--- config.mk ---
export PLATFORM = sky130hd
export DESIGN_NAME = blake2s_hash_engine_core
export DESIGN_NICKNAME = d
export VERILOG_FILES = /design/src/hw/rtl/b2s_pkg.sv /design/src/hw/rtl/b2s_front.sv /design/src/hw/rtl/b2s_back.sv /design/src/hw/rtl/blake2s_hash_engine_core.sv
export SDC_FILE = /design/constraint.sdc
export NUM_CORES = 2
export LEC_CHECK = 0
export ABC_AREA = 1
export BUFFER_PORTS_ARGS = -buffer_cell sky130_fd_sc_hd__buf_2
export CAP_MARGIN = 10
export CORE_ASPECT_RATIO = 0.9
export CORE_UTILIZATION = 40
export DETAILED_ROUTE_END_ITERATION = 10
export PLACE_DENSITY_LB_ADDON = 0.25
export SYNTH_ARGS = -nofsm -noshare
export SYNTH_HDL_FRONTEND = slang
export SYNTH_SLANG_ARGS = --single-unit
--- constraint.sdc ---
create_clock -name i_clk -period 18.69 [get_ports i_clk]
set_input_delay 3.738 -clock i_clk [delete_from_list [all_inputs] [get_ports i_clk]]
set_output_delay 3.738 -clock i_clk [all_outputs]
set_load 0.03 [all_outputs]
--- src/hw/rtl/b2s_pkg.sv ---
// ============================================================================
// BLAKE2s engine package
// Shared types, constants and helper functions for the BLAKE2s hash engine.
// ============================================================================
package b2s_pkg;

    localparam int unsigned ROUND_COUNT = 10;
    localparam int unsigned QUEUE_DEPTH = 4;
    localparam int unsigned QUEUE_AW    = 2;

    // Configuration register indexes.
    localparam logic [2:0] CFG_DIGEST_LEN = 3'd0;
    localparam logic [2:0] CFG_KEY_LEN    = 3'd1;
    localparam logic [2:0] CFG_KEY_0      = 3'd2;
    localparam logic [2:0] CFG_KEY_1      = 3'd3;
    localparam logic [2:0] CFG_KEY_2      = 3'd4;
    localparam logic [2:0] CFG_KEY_3      = 3'd5;

    // Initialization vector.
    localparam logic [255:0] IV_FLAT = {
        32'h5BE0CD19, 32'h1F83D9AB, 32'h9B05688C, 32'h510E527F,
        32'hA54FF53A, 32'h3C6EF372, 32'hBB67AE85, 32'h6A09E667};
    localparam logic [31:0] PARAM_BASE = 32'h01010000;

    // Front-to-back queue entry: one input word after clamping.
    typedef struct packed {
        logic [31:0] data;
        logic [2:0]  count;
        logic        fin;
    } t_qent;

    function automatic logic [31:0] iv_word(input logic [2:0] idx);
        iv_word = IV_FLAT[idx*32 +: 32];
    endfunction

    // Message schedule: word index for round r (0 to 9; others give round 0), slot j.
    function automatic logic [3:0] sched(input logic [3:0] r, input logic [3:0] j);
        logic [63:0] row;
        case (r)
            4'd0: row = 64'hfedcba9876543210;
            4'd1: row = 64'h357b20c16df984ae;
            4'd2: row = 64'h491763eadf250c8b;
            4'd3: row = 64'h8f04a562ebcd1397;
            4'd4: row = 64'hd386cb1efa427509;
            4'd5: row = 64'h91ef57d438b0a6c2;
            4'd6: row = 64'hb8293670a4def15c;
            4'd7: row = 64'ha2684f05931ce7bd;
            4'd8: row = 64'h5a417d2c803b9ef6;
            4'd9: row = 64'h0dc3e9bf5167482a;
            default: row = 64'hfedcba9876543210;
        endcase
        sched = row[j*4 +: 4];
    endfunction

endpackage

--- src/hw/rtl/b2s_front.sv ---
// ============================================================================
// BLAKE2s front end
// Accepts input words, clamps the byte count and pushes them into a queue.
// ============================================================================
module b2s_front (
    input  logic          i_clk,
    input  logic          i_rst_n,
    input  logic          i_valid,
    output logic          o_stall,
    input  logic [31:0]   i_data_word,
    input  logic [2:0]    i_byte_count,
    input  logic          i_final_item,
    input  logic          i_pop,
    output logic          o_q_valid,
    output b2s_pkg::t_qent o_q_ent
);
    import b2s_pkg::*;

    t_qent              r_mem [QUEUE_DEPTH];
    logic [QUEUE_AW-1:0] r_wr, r_rd;
    logic [QUEUE_AW:0]   r_cnt;
    logic               w_push, w_pop;
    t_qent              w_ent;

    // Clamp the byte count when classifying the word.
    always_comb begin
        w_ent.data  = i_data_word;
        w_ent.count = (i_byte_count > 3'd4) ? 3'd4 : i_byte_count;
        w_ent.fin   = i_final_item;
    end

    assign o_stall   = (r_cnt == QUEUE_AW'(0) + (QUEUE_AW+1)'(QUEUE_DEPTH));
    assign w_push    = i_valid && !o_stall;
    assign w_pop     = i_pop && (r_cnt != '0);
    assign o_q_valid = (r_cnt != '0);
    assign o_q_ent   = r_mem[r_rd];

    // Queue storage.
    always_ff @(posedge i_clk) begin
        if (w_push) begin
            r_mem[r_wr] <= w_ent;
        end
    end

    // Queue pointers.
    always_ff @(posedge i_clk) begin
        if (!i_rst_n) begin
            r_wr  <= '0;
            r_rd  <= '0;
            r_cnt <= '0;
        end else begin
            if (w_push) r_wr <= r_wr + 1'b1;
            if (w_pop)  r_rd <= r_rd + 1'b1;
            r_cnt <= r_cnt + (QUEUE_AW+1)'(w_push) - (QUEUE_AW+1)'(w_pop);
        end
    end

    a_cnt_bound: assert property (@(posedge i_clk) disable iff (!i_rst_n)
        r_cnt <= (QUEUE_AW+1)'(QUEUE_DEPTH)) else $error("queue overflow");
    a_no_push_full: assert property (@(posedge i_clk) disable iff (!i_rst_n)
        (r_cnt == (QUEUE_AW+1)'(QUEUE_DEPTH)) |-> !w_push) else $error("push when full");
    a_pop_nonempty: assert property (@(posedge i_clk) disable iff (!i_rst_n)
        w_pop |-> o_q_valid) else $error("pop when empty");

endmodule

--- src/hw/rtl/b2s_back.sv ---
// ============================================================================
// BLAKE2s back end
// Buffers bytes, runs compressions with one G function per cycle, and emits
// the digest words through an output register.
// ============================================================================
module b2s_back (
    input  logic           i_clk,
    input  logic           i_rst_n,
    input  logic           i_q_valid,
    input  b2s_pkg::t_qent i_q_ent,
    output logic           o_pop,
    input  logic [5:0]     i_dlen,
    input  logic [5:0]     i_klen,
    input  logic [255:0]   i_key,
    output logic           o_valid,
    input  logic           i_stall,
    output logic [31:0]    o_digest_word,
    output logic [2:0]     o_digest_bytes,
    output logic           o_digest_last
);
    import b2s_pkg::*;

    localparam logic [2:0] ST_IDLE = 3'd0;
    localparam logic [2:0] ST_BYTE = 3'd1;
    localparam logic [2:0] ST_INIT = 3'd2;
    localparam logic [2:0] ST_G    = 3'd3;
    localparam logic [2:0] ST_FOLD = 3'd4;
    localparam logic [2:0] ST_OUT  = 3'd5;

    logic [2:0]  r_state;
    logic        r_open;
    logic [31:0] r_h [8];
    logic [31:0] r_m [16];
    logic [31:0] r_v [16];
    logic [63:0] r_t;
    logic [6:0]  r_fill;
    logic [2:0]  r_bi;
    logic        r_last;
    logic [3:0]  r_round;
    logic [2:0]  r_gi;
    logic [3:0]  r_oi;
    logic [5:0]  r_dl;
    logic        r_ovalid;
    logic [31:0] r_ow;
    logic [2:0]  r_ob;
    logic        r_ol;

    logic [5:0] w_kl, w_dl;
    assign w_kl = (i_klen > 6'd32) ? 6'd32 : i_klen;
    assign w_dl = (i_dlen == 6'd0) ? 6'd1 : ((i_dlen > 6'd32) ? 6'd32 : i_dlen);

    // G function operand selection.
    logic [3:0] w_a, w_b, w_c, w_d;
    logic [3:0] w_rm;
    logic [31:0] w_x, w_y, a1, d1, c1, b1, a2, d2, c2, b2;
    always_comb begin
        case (r_gi)
            3'd0: begin w_a = 4'd0; w_b = 4'd4; w_c = 4'd8;  w_d = 4'd12; end
            3'd1: begin w_a = 4'd1; w_b = 4'd5; w_c = 4'd9;  w_d = 4'd13; end
            3'd2: begin w_a = 4'd2; w_b = 4'd6; w_c = 4'd10; w_d = 4'd14; end
            3'd3: begin w_a = 4'd3; w_b = 4'd7; w_c = 4'd11; w_d = 4'd15; end
            3'd4: begin w_a = 4'd0; w_b = 4'd5; w_c = 4'd10; w_d = 4'd15; end
            3'd5: begin w_a = 4'd1; w_b = 4'd6; w_c = 4'd11; w_d = 4'd12; end
            3'd6: begin w_a = 4'd2; w_b = 4'd7; w_c = 4'd8;  w_d = 4'd13; end
            default: begin w_a = 4'd3; w_b = 4'd4; w_c = 4'd9; w_d = 4'd14; end
        endcase
        w_rm = (r_round >= 4'd10) ? r_round - 4'd10 : r_round;
        w_x = r_m[sched(w_rm, {r_gi, 1'b0})];
        w_y = r_m[sched(w_rm, {r_gi, 1'b1})];
        a1 = r_v[w_a] + r_v[w_b] + w_x;
        d1 = r_v[w_d] ^ a1;  d1 = {d1[15:0], d1[31:16]};
        c1 = r_v[w_c] + d1;
        b1 = r_v[w_b] ^ c1;  b1 = {b1[11:0], b1[31:12]};
        a2 = a1 + b1 + w_y;
        d2 = d1 ^ a2;        d2 = {d2[7:0], d2[31:8]};
        c2 = c1 + d2;
        b2 = b1 ^ c2;        b2 = {b2[6:0], b2[31:7]};
    end

    logic [6:0] w_pos;
    logic       w_need_comp;
    assign w_pos = r_fill;
    assign w_need_comp = (r_fill >= 7'd64);

    // Digest word for the current output index.
    logic [5:0]  w_rem;
    logic [2:0]  w_nb;
    logic [31:0] w_hw;
    always_comb begin
        w_rem = r_dl - {r_oi[2:0], 2'b00};
        w_nb  = (w_rem > 6'd4) ? 3'd4 : w_rem[2:0];
        w_hw  = r_h[r_oi[2:0]];
        case (w_nb)
            3'd1: w_hw = {24'd0, w_hw[7:0]};
            3'd2: w_hw = {16'd0, w_hw[15:0]};
            3'd3: w_hw = {8'd0, w_hw[23:0]};
            default: ;
        endcase
    end

    // A plain word leaves the queue once its bytes are buffered; the final
    // word leaves when its last digest word is loaded.
    logic w_fin_pop;
    assign w_fin_pop = (r_state == ST_OUT) && (!r_ovalid || !i_stall) && (w_rem <= 6'd4);
    assign o_pop = ((r_state == ST_BYTE) && (r_bi >= i_q_ent.count) && !(i_q_ent.fin)) ||
                   w_fin_pop;

    assign o_valid = r_ovalid;
    assign o_digest_word = r_ow;
    assign o_digest_bytes = r_ob;
    assign o_digest_last = r_ol;

    // Main sequencer.
    always_ff @(posedge i_clk) begin
        if (!i_rst_n) begin
            r_state  <= ST_IDLE;
            r_open   <= 1'b0;
            r_ovalid <= 1'b0;
        end else begin
            if (r_ovalid && !i_stall && (r_state != ST_OUT)) r_ovalid <= 1'b0;
            case (r_state)
                ST_IDLE: begin
                    if (i_q_valid) begin
                        if (!r_open) begin
                            for (int i = 1; i < 8; i++) r_h[i] <= iv_word(3'(i));
                            r_h[0] <= iv_word(3'd0) ^ PARAM_BASE ^
                                      {18'd0, w_kl, 8'd0} ^ {26'd0, w_dl};
                            r_t <= '0;
                            r_dl <= w_dl;
                            for (int i = 0; i < 32; i++) begin
                                if (6'(i) < w_kl)
                                    r_m[i/4][(i%4)*8 +: 8] <= i_key[i*8 +: 8];
                                else
                                    r_m[i/4][(i%4)*8 +: 8] <= 8'd0;
                            end
                            for (int i = 8; i < 16; i++) r_m[i] <= '0;
                            r_fill <= (w_kl != 6'd0) ? 7'd64 : 7'd0;
                            r_open <= 1'b1;
                        end
                        r_bi <= '0;
                        r_state <= ST_BYTE;
                    end
                end
                ST_BYTE: begin
                    if (r_bi < i_q_ent.count) begin
                        if (w_need_comp) begin
                            r_t <= r_t + 64'd64;
                            r_last <= 1'b0;
                            r_state <= ST_INIT;
                        end else begin
                            r_m[w_pos[5:2]][w_pos[1:0]*8 +: 8] <=
                                i_q_ent.data[r_bi[1:0]*8 +: 8];
                            r_fill <= r_fill + 7'd1;
                            r_bi <= r_bi + 3'd1;
                        end
                    end else if (i_q_ent.fin) begin
                        r_t <= r_t + 64'(r_fill);
                        r_last <= 1'b1;
                        r_state <= ST_INIT;
                    end else begin
                        r_state <= ST_IDLE;
                    end
                end
                ST_INIT: begin
                    for (int i = 0; i < 8; i++) r_v[i] <= r_h[i];
                    for (int i = 0; i < 4; i++) r_v[i+8] <= iv_word(3'(i));
                    r_v[12] <= iv_word(3'd4) ^ r_t[31:0];
                    r_v[13] <= iv_word(3'd5) ^ r_t[63:32];
                    r_v[14] <= iv_word(3'd6) ^ {32{r_last}};
                    r_v[15] <= iv_word(3'd7);
                    r_round <= '0;
                    r_gi <= '0;
                    r_state <= ST_G;
                end
                ST_G: begin
                    r_v[w_a] <= a2; r_v[w_b] <= b2; r_v[w_c] <= c2; r_v[w_d] <= d2;
                    r_gi <= r_gi + 3'd1;
                    if (r_gi == 3'd7) begin
                        r_round <= r_round + 4'd1;
                        if (r_round == 4'(ROUND_COUNT - 1)) r_state <= ST_FOLD;
                    end
                end
                ST_FOLD: begin
                    for (int i = 0; i < 8; i++) r_h[i] <= r_h[i] ^ r_v[i] ^ r_v[i+8];
                    if (r_last) begin
                        r_oi <= '0;
                        r_state <= ST_OUT;
                    end else begin
                        for (int i = 0; i < 16; i++) r_m[i] <= '0;
                        r_fill <= '0;
                        r_state <= ST_BYTE;
                    end
                end
                ST_OUT: begin
                    if (!r_ovalid || !i_stall) begin
                        r_ovalid <= 1'b1;
                        r_ow <= w_hw;
                        r_ob <= w_nb;
                        r_ol <= (w_rem <= 6'd4);
                        r_oi <= r_oi + 4'd1;
                        if (w_rem <= 6'd4) begin
                            r_open <= 1'b0;
                            r_state <= ST_IDLE;
                        end
                    end
                end
                default: r_state <= ST_IDLE;
            endcase
        end
    end

    a_gi_round: assert property (@(posedge i_clk) disable iff (!i_rst_n)
        (r_state == ST_G) |-> (r_round < 4'(ROUND_COUNT))) else $error("round overrun");
    a_out_hold: assert property (@(posedge i_clk) disable iff (!i_rst_n)
        (r_ovalid && i_stall) |=> r_ovalid) else $error("result dropped");
    a_fill: assert property (@(posedge i_clk) disable iff (!i_rst_n)
        r_open |-> (r_fill <= 7'd64)) else $error("fill overrun");

endmodule

--- src/hw/rtl/blake2s_hash_engine_core.sv ---
// ============================================================================
// BLAKE2s hash engine core
// Keyed BLAKE2s with a word queue in front of a compression sequencer.
// ============================================================================
//  channel  | direction | handshake
//  input    | in        | i_valid / o_stall, word data_word/byte_count/final
//  digest   | out       | o_valid / i_stall, digest_word/bytes/last
//  config   | in        | i_cfg_we, i_cfg_index, i_cfg_data
// For each word the back end leaves the idle state, stores its bytes in turn in
// the byte state and closes the word. A compression runs the init state, the G
// states with one G function per cycle, and the fold state. Digest words leave
// one per cycle through an output register while the receiver does not stall.
// Reset is synchronous, active low; configuration applies at message start.
// The four-entry queue lets the input run ahead while the back end compresses.
// ============================================================================
module blake2s_hash_engine_core (
    input  logic        i_clk,
    input  logic        i_rst_n,
    input  logic        i_valid,
    output logic        o_stall,
    input  logic [31:0] i_data_word,
    input  logic [2:0]  i_byte_count,
    input  logic        i_final_item,
    output logic        o_valid,
    input  logic        i_stall,
    output logic [31:0] o_digest_word,
    output logic [2:0]  o_digest_bytes,
    output logic        o_digest_last,
    input  logic        i_cfg_we,
    input  logic [2:0]  i_cfg_index,
    input  logic [63:0] i_cfg_data
);
    import b2s_pkg::*;

    logic [5:0]   r_dlen, r_klen;
    logic [255:0] r_key;
    logic         w_qv, w_pop;
    t_qent        w_qe;

    // Configuration registers.
    always_ff @(posedge i_clk) begin
        if (!i_rst_n) begin
            r_dlen <= 6'd32;
            r_klen <= '0;
            r_key  <= '0;
        end else if (i_cfg_we) begin
            case (i_cfg_index)
                CFG_DIGEST_LEN: r_dlen <= i_cfg_data[5:0];
                CFG_KEY_LEN:    r_klen <= i_cfg_data[5:0];
                CFG_KEY_0:      r_key[63:0]    <= i_cfg_data;
                CFG_KEY_1:      r_key[127:64]  <= i_cfg_data;
                CFG_KEY_2:      r_key[191:128] <= i_cfg_data;
                CFG_KEY_3:      r_key[255:192] <= i_cfg_data;
                default: ;
            endcase
        end
    end

    b2s_front u_front (
        .i_clk, .i_rst_n, .i_valid, .o_stall,
        .i_data_word, .i_byte_count, .i_final_item,
        .i_pop(w_pop), .o_q_valid(w_qv), .o_q_ent(w_qe));

    b2s_back u_back (
        .i_clk, .i_rst_n, .i_q_valid(w_qv), .i_q_ent(w_qe), .o_pop(w_pop),
        .i_dlen(r_dlen), .i_klen(r_klen), .i_key(r_key),
        .o_valid, .i_stall, .o_digest_word, .o_digest_bytes, .o_digest_last);

endmodule

* Yosys cells after proc, flatten, opt, wreduce, memory -nomap -nowiden *
Memory sizes are Yosys's and may differ from the RTL's. A register that Yosys moved wholly into a read port is not among the register bits.
Cells that the tools add are included.

cells by class
  add/sub/neg operators = 20
  order comparisons = 41
  equality and inequality tests = 36
  shifts and indexed selects = 5
  muxes and demuxes = 561
  bitwise gates (word level) = 106
  reduce and logical (&&, ||, !) cells = 60

operator list
  kind                       count
  $mux W32                   23
  $xor A32 B32 Y32           20
  $mux W8                    64
  $mux W1                    421
  $mux W64                   5
  $add A32 B32 Y32           6
  $reduce_or A32 Y1          5
  $pmux W64 S2               1
  $shiftx A64 B7 Y4          2
  $lt A5 B6 Y1 const A       16
  $pmux W32 S3               1
  $or A1 B1 Y1               80
  $add A64 B7 Y64            1
  $add A64 B7 Y64 const B    1
  $lt A4 B6 Y1 const A       8
  $mux W3                    14
  $mux W7                    6
  $mux W4                    9
  $neg A5 Y34                1
  $shift A8 B34 Y32 const A  1
  $shiftx A8 B34 Y32         1
  $shiftx A32 B6 Y8          1
  $xor A31 B6 Y31            1
  $eq A3 B3 Y1 const B       9
  other kinds (54)           132

word-level totals
  register bits after elaboration = 408
  memory bits (writable) = 1424
  ROM bits = 2048
  output and inout port bits = 38
  word-level logic and storage cells = 858
  memories = 6

memories
  memory           depth  width  rd ports  clocked after Yosys merged registers in  write ports  RTL line         source
  (no name shown)  16     64     1         0                                        0            b2s_pkg.sv:39    case (r)
  (no name shown)  16     64     1         0                                        0            b2s_pkg.sv:39
  u_back.r_m       16     32     2         0                                        16           b2s_back.sv:33   logic [31:0] r_m [16];
  u_back.r_v       16     32     20        0                                        16           b2s_back.sv:34   logic [31:0] r_v [16];
  u_back.r_h       8      32     9         1                                        8            b2s_back.sv:32   logic [31:0] r_h [8];
  u_front.r_mem    4      36     1         1                                        1            b2s_front.sv:19  t_qent r_mem [QUEUE_DEPTH];

* Depth between registers and ports, before layout *
An unclocked memory read counts as a cell.

  depth after elaboration = 15
  depth in mapped cells = 92
  depth with buffers taken out = 88

* By module *
Synthesis repeated with hierarchy kept, for this count alone.

unflattened totals
  cells, all modules = 12628
  area total of the unflattened synthesis = 104407.6 sq um

by module, submodules not included
  module                    instances  cells an instance  area each (sq um)  sequential area each (sq um)
  b2s_back                  1          10673              87961.9            41449.8
  blake2s_hash_engine_core  1          1535               10566.4            5365.1
  b2s_front                 1          420                5879.4             4504.3

* Worst setup path after synthesis *
Ideal clock, no wire load.

  path type = register to register
  from = reg u_back.r_round[0]
  to = mem u_back.r_v[4][19] (data pin)
  arrival time = 12876 ps
  data required time = 18424 ps
  path slack = 5548 ps
  stages on the path, launching flop included = 81
  period minus slack after synthesis = 13142 ps
  cells stage by stage = edfxtp_1 inv_1 ha_1 nor2_4 nand2_4 nand3_2 nand2_2 buf_6 ha_1 inv_1 nand4_1 nand2_1 nor2_1 nand3_1 nand3_2 nand2_2 buf_6 buf_2 (+45 left out) inv_1 ha_1 nand2_1 or2_2 nand3_1 a21boi_2 o21ai_0 a21boi_0 o21ai_1 nand2_1 nand2_1 nand2_1 nand2_1 a21oi_2 xor2_1 or2_2 nand3_1 o21ai_0

RTL lines
  what                      RTL line         source
  start: declaration        b2s_back.sv:39   logic [3:0] r_round;
  start signal: assignment  b2s_back.sv:179  r_round <= r_round + 4'd1;
  end: declaration          b2s_back.sv:34

==> flow_summary.yaml <==
status:
  outcome: "finished with violations"
  violations: "design-rule violations"
timing:
  fin_crit_sh: 0.964
  fmax_mhz: 55.5
  slew_headroom: 0.104
  fin_setup_tns_ns: 0
  tightest_slew_ns: 1.34
  finClkSkew_ns: 0.109
  slew_violations: 0
  grt_setup_unrepaired: "no"
  hold_viol: 0
  min_period_ns: 18.02
  setup_viol: 0
global_routing:
  grt_max_degree: 234
  antenna_found_initial: 43
  grt_pass1_vias: 85002
  grt_pass1_wl_mm: 633
  grt-ovfl-total: 0
  track_usage: 0.345
worst_setup_path:
  worst_path_most_repeated_cell: "nand2_1"
  cp-startpoint: "u_back.r_round[0]$_SDFFCE_PP0P_"
  timing.rr.start: "u_back.r_round[0]$_SDFFCE_PP0P_"
  endpoint_kind: "flip-flop"
  critPathMaxFanout: 41
  crit_arrival_ns: 18.58
  crit_type: "reg -> reg"
  cp_slowest_cell: "xnor2_1"
  required_ns: 19.25
  slowest_delay_ns: 0.67
  setup.worst_path.start_class: "flip-flop"
yosys:
  synth-xor-area-share: 0.0322
  synth_common_cells: "2,039 x nand2_1, 1,550 x o21ai_0, 1,455 x edfxtp_1"
  synth_mux_area_frac: 0.000111
  yosys.area_share.adder: 0.0350
  synth_warnings: 0
  synth_most_common_cell: "nand2_1"
  netlist.area_leader.share: 0.432
  synthFlopType: "edfxtp_1"
  synth_edf_count: 1455
  synth_compound_area_frac: 0.191
  synthCells: 11749
  syn_nets: 12099
  synth_cell_types: 62
  async_reset_ff_frac: 0
  synth_seq_cells: 1836
  yosys.area_share.simple: 0.165
  synth.yosys.seq_area_share: 0.507
  avgSynthCellArea_um2: 8.61
  synth_largest_area_cell: "edfxtp_1"
  synthesis.area_um2: 101000
  synth_area_leaders: "edfxtp_1 43%, o21ai_0 7.7%, nand2_1 7.6%, dfxtp_1 7.5%, a21oi_1 4.7%"
  synth_top_family_by_area: "compound AO/OA/AOI/OAI gates"
floorplanning:
  die-area_um2: 255000
  std_cell_rows: 174
  die_h_um: 479
  fp.dieW_um: 532
  core_area_um2: 251000
  start_util: 0.404
  io_pins: 146
hold_path:
  hold_class: "reg -> reg"
  min_from: "u_back.r_h[2][11]$_SDFFE_PP0P_"
cts:
  clk_latency_ns: 0.94
  cts_sinks: 1836
  cts_made_buffers: 204
  h-tree-depth: 4
  path_clk_slew_ns: 0.06
  clockBufferDepth: 4
  clock_tree.root_cell: "clkbuf_16"
  cts_setup_buffers: 0
  cts_tree: "done"
drt:
  via_count: 92627
  drt_pre_antenna_iters: 10
  via_per_inst: 6.08
  wire_per_inst_um: 29.8
  ant_nets: 0
  drc: 2
  drt_iter0_markers: 14855
  drt-total-wl_mm: 454
final_layout:
  num-fill-cells: 24266
  final_nets: 12075
  area_growth_syn_to_layout_pct: 11.4
  layout-drive-gt1-share: 0.0756
flow_run:
  drv_cap: 0
placement:
  place.port_buffers: 145
  gp_congestion: 1.06
  dpl.hpwl_mm: 328
## layout make-up
cell class / instances / area, µm² / share of cell area
diodes: 11 / 27.5 / 0.000244
clock buffers: 293 / 5780 / 0.0513
clock inverters: 78 / 662 / 0.00587
inverters: 1184 / 4460 / 0.0396
multi-input cells: 8067 / 43200 / 0.384
flip-flops and latches: 1836 / 51300 / 0.456
well taps: 3344 / 4180 / 0.0371
repair buffers: 432 / 3010 / 0.0267
## per-stage QoR
| step | util | instances | instance area [µm²] | hold slack (ns) | setup WS (ns) |
|---|---|---|---|---|---|
| CTS | 0.449 | 15228 | 113000 | 0.453 | 0.994 |
| floorplan | - | 11749 | 101000 | 0.422 | 5.55 |
| global placement | 0.423 | 14856 | 106000 | 0.434 | 1.02 |
| finish | 0.450 | 15245 | 113000 | 0.455 | 0.666 |
| detailed placement | 0.423 | 14857 | 106000 | 0.445 | 1.13 |
| global route | 0.450 | 15237 | 113000 | 0.469 | 0.0190 |
## state kept, by name, indices dropped and copies added, names as in the netlist, 2 cells and up, named ones only
signal and flops:
u_front.r_rd 2, u_back.r_fill 7, u_back.r_m 512, u_back.r_round 4
u_front.r_mem 144, u_back.r_dl 6, u_back.r_t 64, r_key 256
u_back.o_digest_bytes 3, u_front.r_cnt 3, u_back.o_digest_word 32, u_back.r_bi 3
r_klen 6, u_back.r_state 3, u_back.r_gi 3, r_dlen 6
u_back.r_v 512, u_back.r_oi 3, u_back.r_h 256, u_front.r_wr 2
## timing repair
action,4_1_cts,5_1_grt
hold buffers,0,0
endpoints found under the setup margin,0,74
resized for setup,0,6
## cells in the final DEF (no fill, tap or decap), types with 145 or more instances in the layout
cell and count:
a21oi_1 958, buf_2 145, buf_4 273, clkbuf_16 206
dfxtp_1 377, edfxtp_1 1455, ha_1 173, inv_1 1145
nand2_1 2022, nand3_1 662, nor2_1 1062, o211ai_1 263
o21ai_0 1546, o22ai_1 167, xnor2_1 158, xor2_1 199
## worst paths after layout
kind / end / slack (ns) / depth (start not counted)
setup / recovery: u_back.r_v[7][11]$_DFFE_PP_ / 0.67 / 64
hold / removal: u_back.r_h[2][11]$_SDFFE_PP0P_ / 0.45 / 1
setup reg to reg: u_back.r_v[7][11]$_DFFE_PP_ / 0.67 / 64
hold reg to reg: u_back.r_h[2][11]$_SDFFE_PP0P_ / 0.45 / 1
## critical path: cells and delay by family, from the launching register on
family          cells  cell delay, ns
compound gates     17            4.90
buf+inv            11            2.20
xor+xnor            6            2.69
fa+ha+maj           9            3.51
simple gates       21            3.71
flops               1            0.61
## metal layers
layer  up-vias  part of all wire  routed length (µm)  GRT usage
met2      6209              0.41              186000      0.498
met1     44476              0.40              182000      0.472
met4        34             0.059               26700      0.174
met3      1058              0.13               58800     0.0971
li1      40850                 -                   -          -
met5         -           0.00050                 229   0.000371
## logic make-up after synthesis
group           Yosys count
fa+ha+maj               242
compound gates         3402
buf+inv                1848
flops                  1836
mux                       1
xor+xnor                370
simple gates           4050
Power is left out: the tool's default activity adds up to more than one toggle a clock period on the data nets, which glitch-free logic cannot reach.
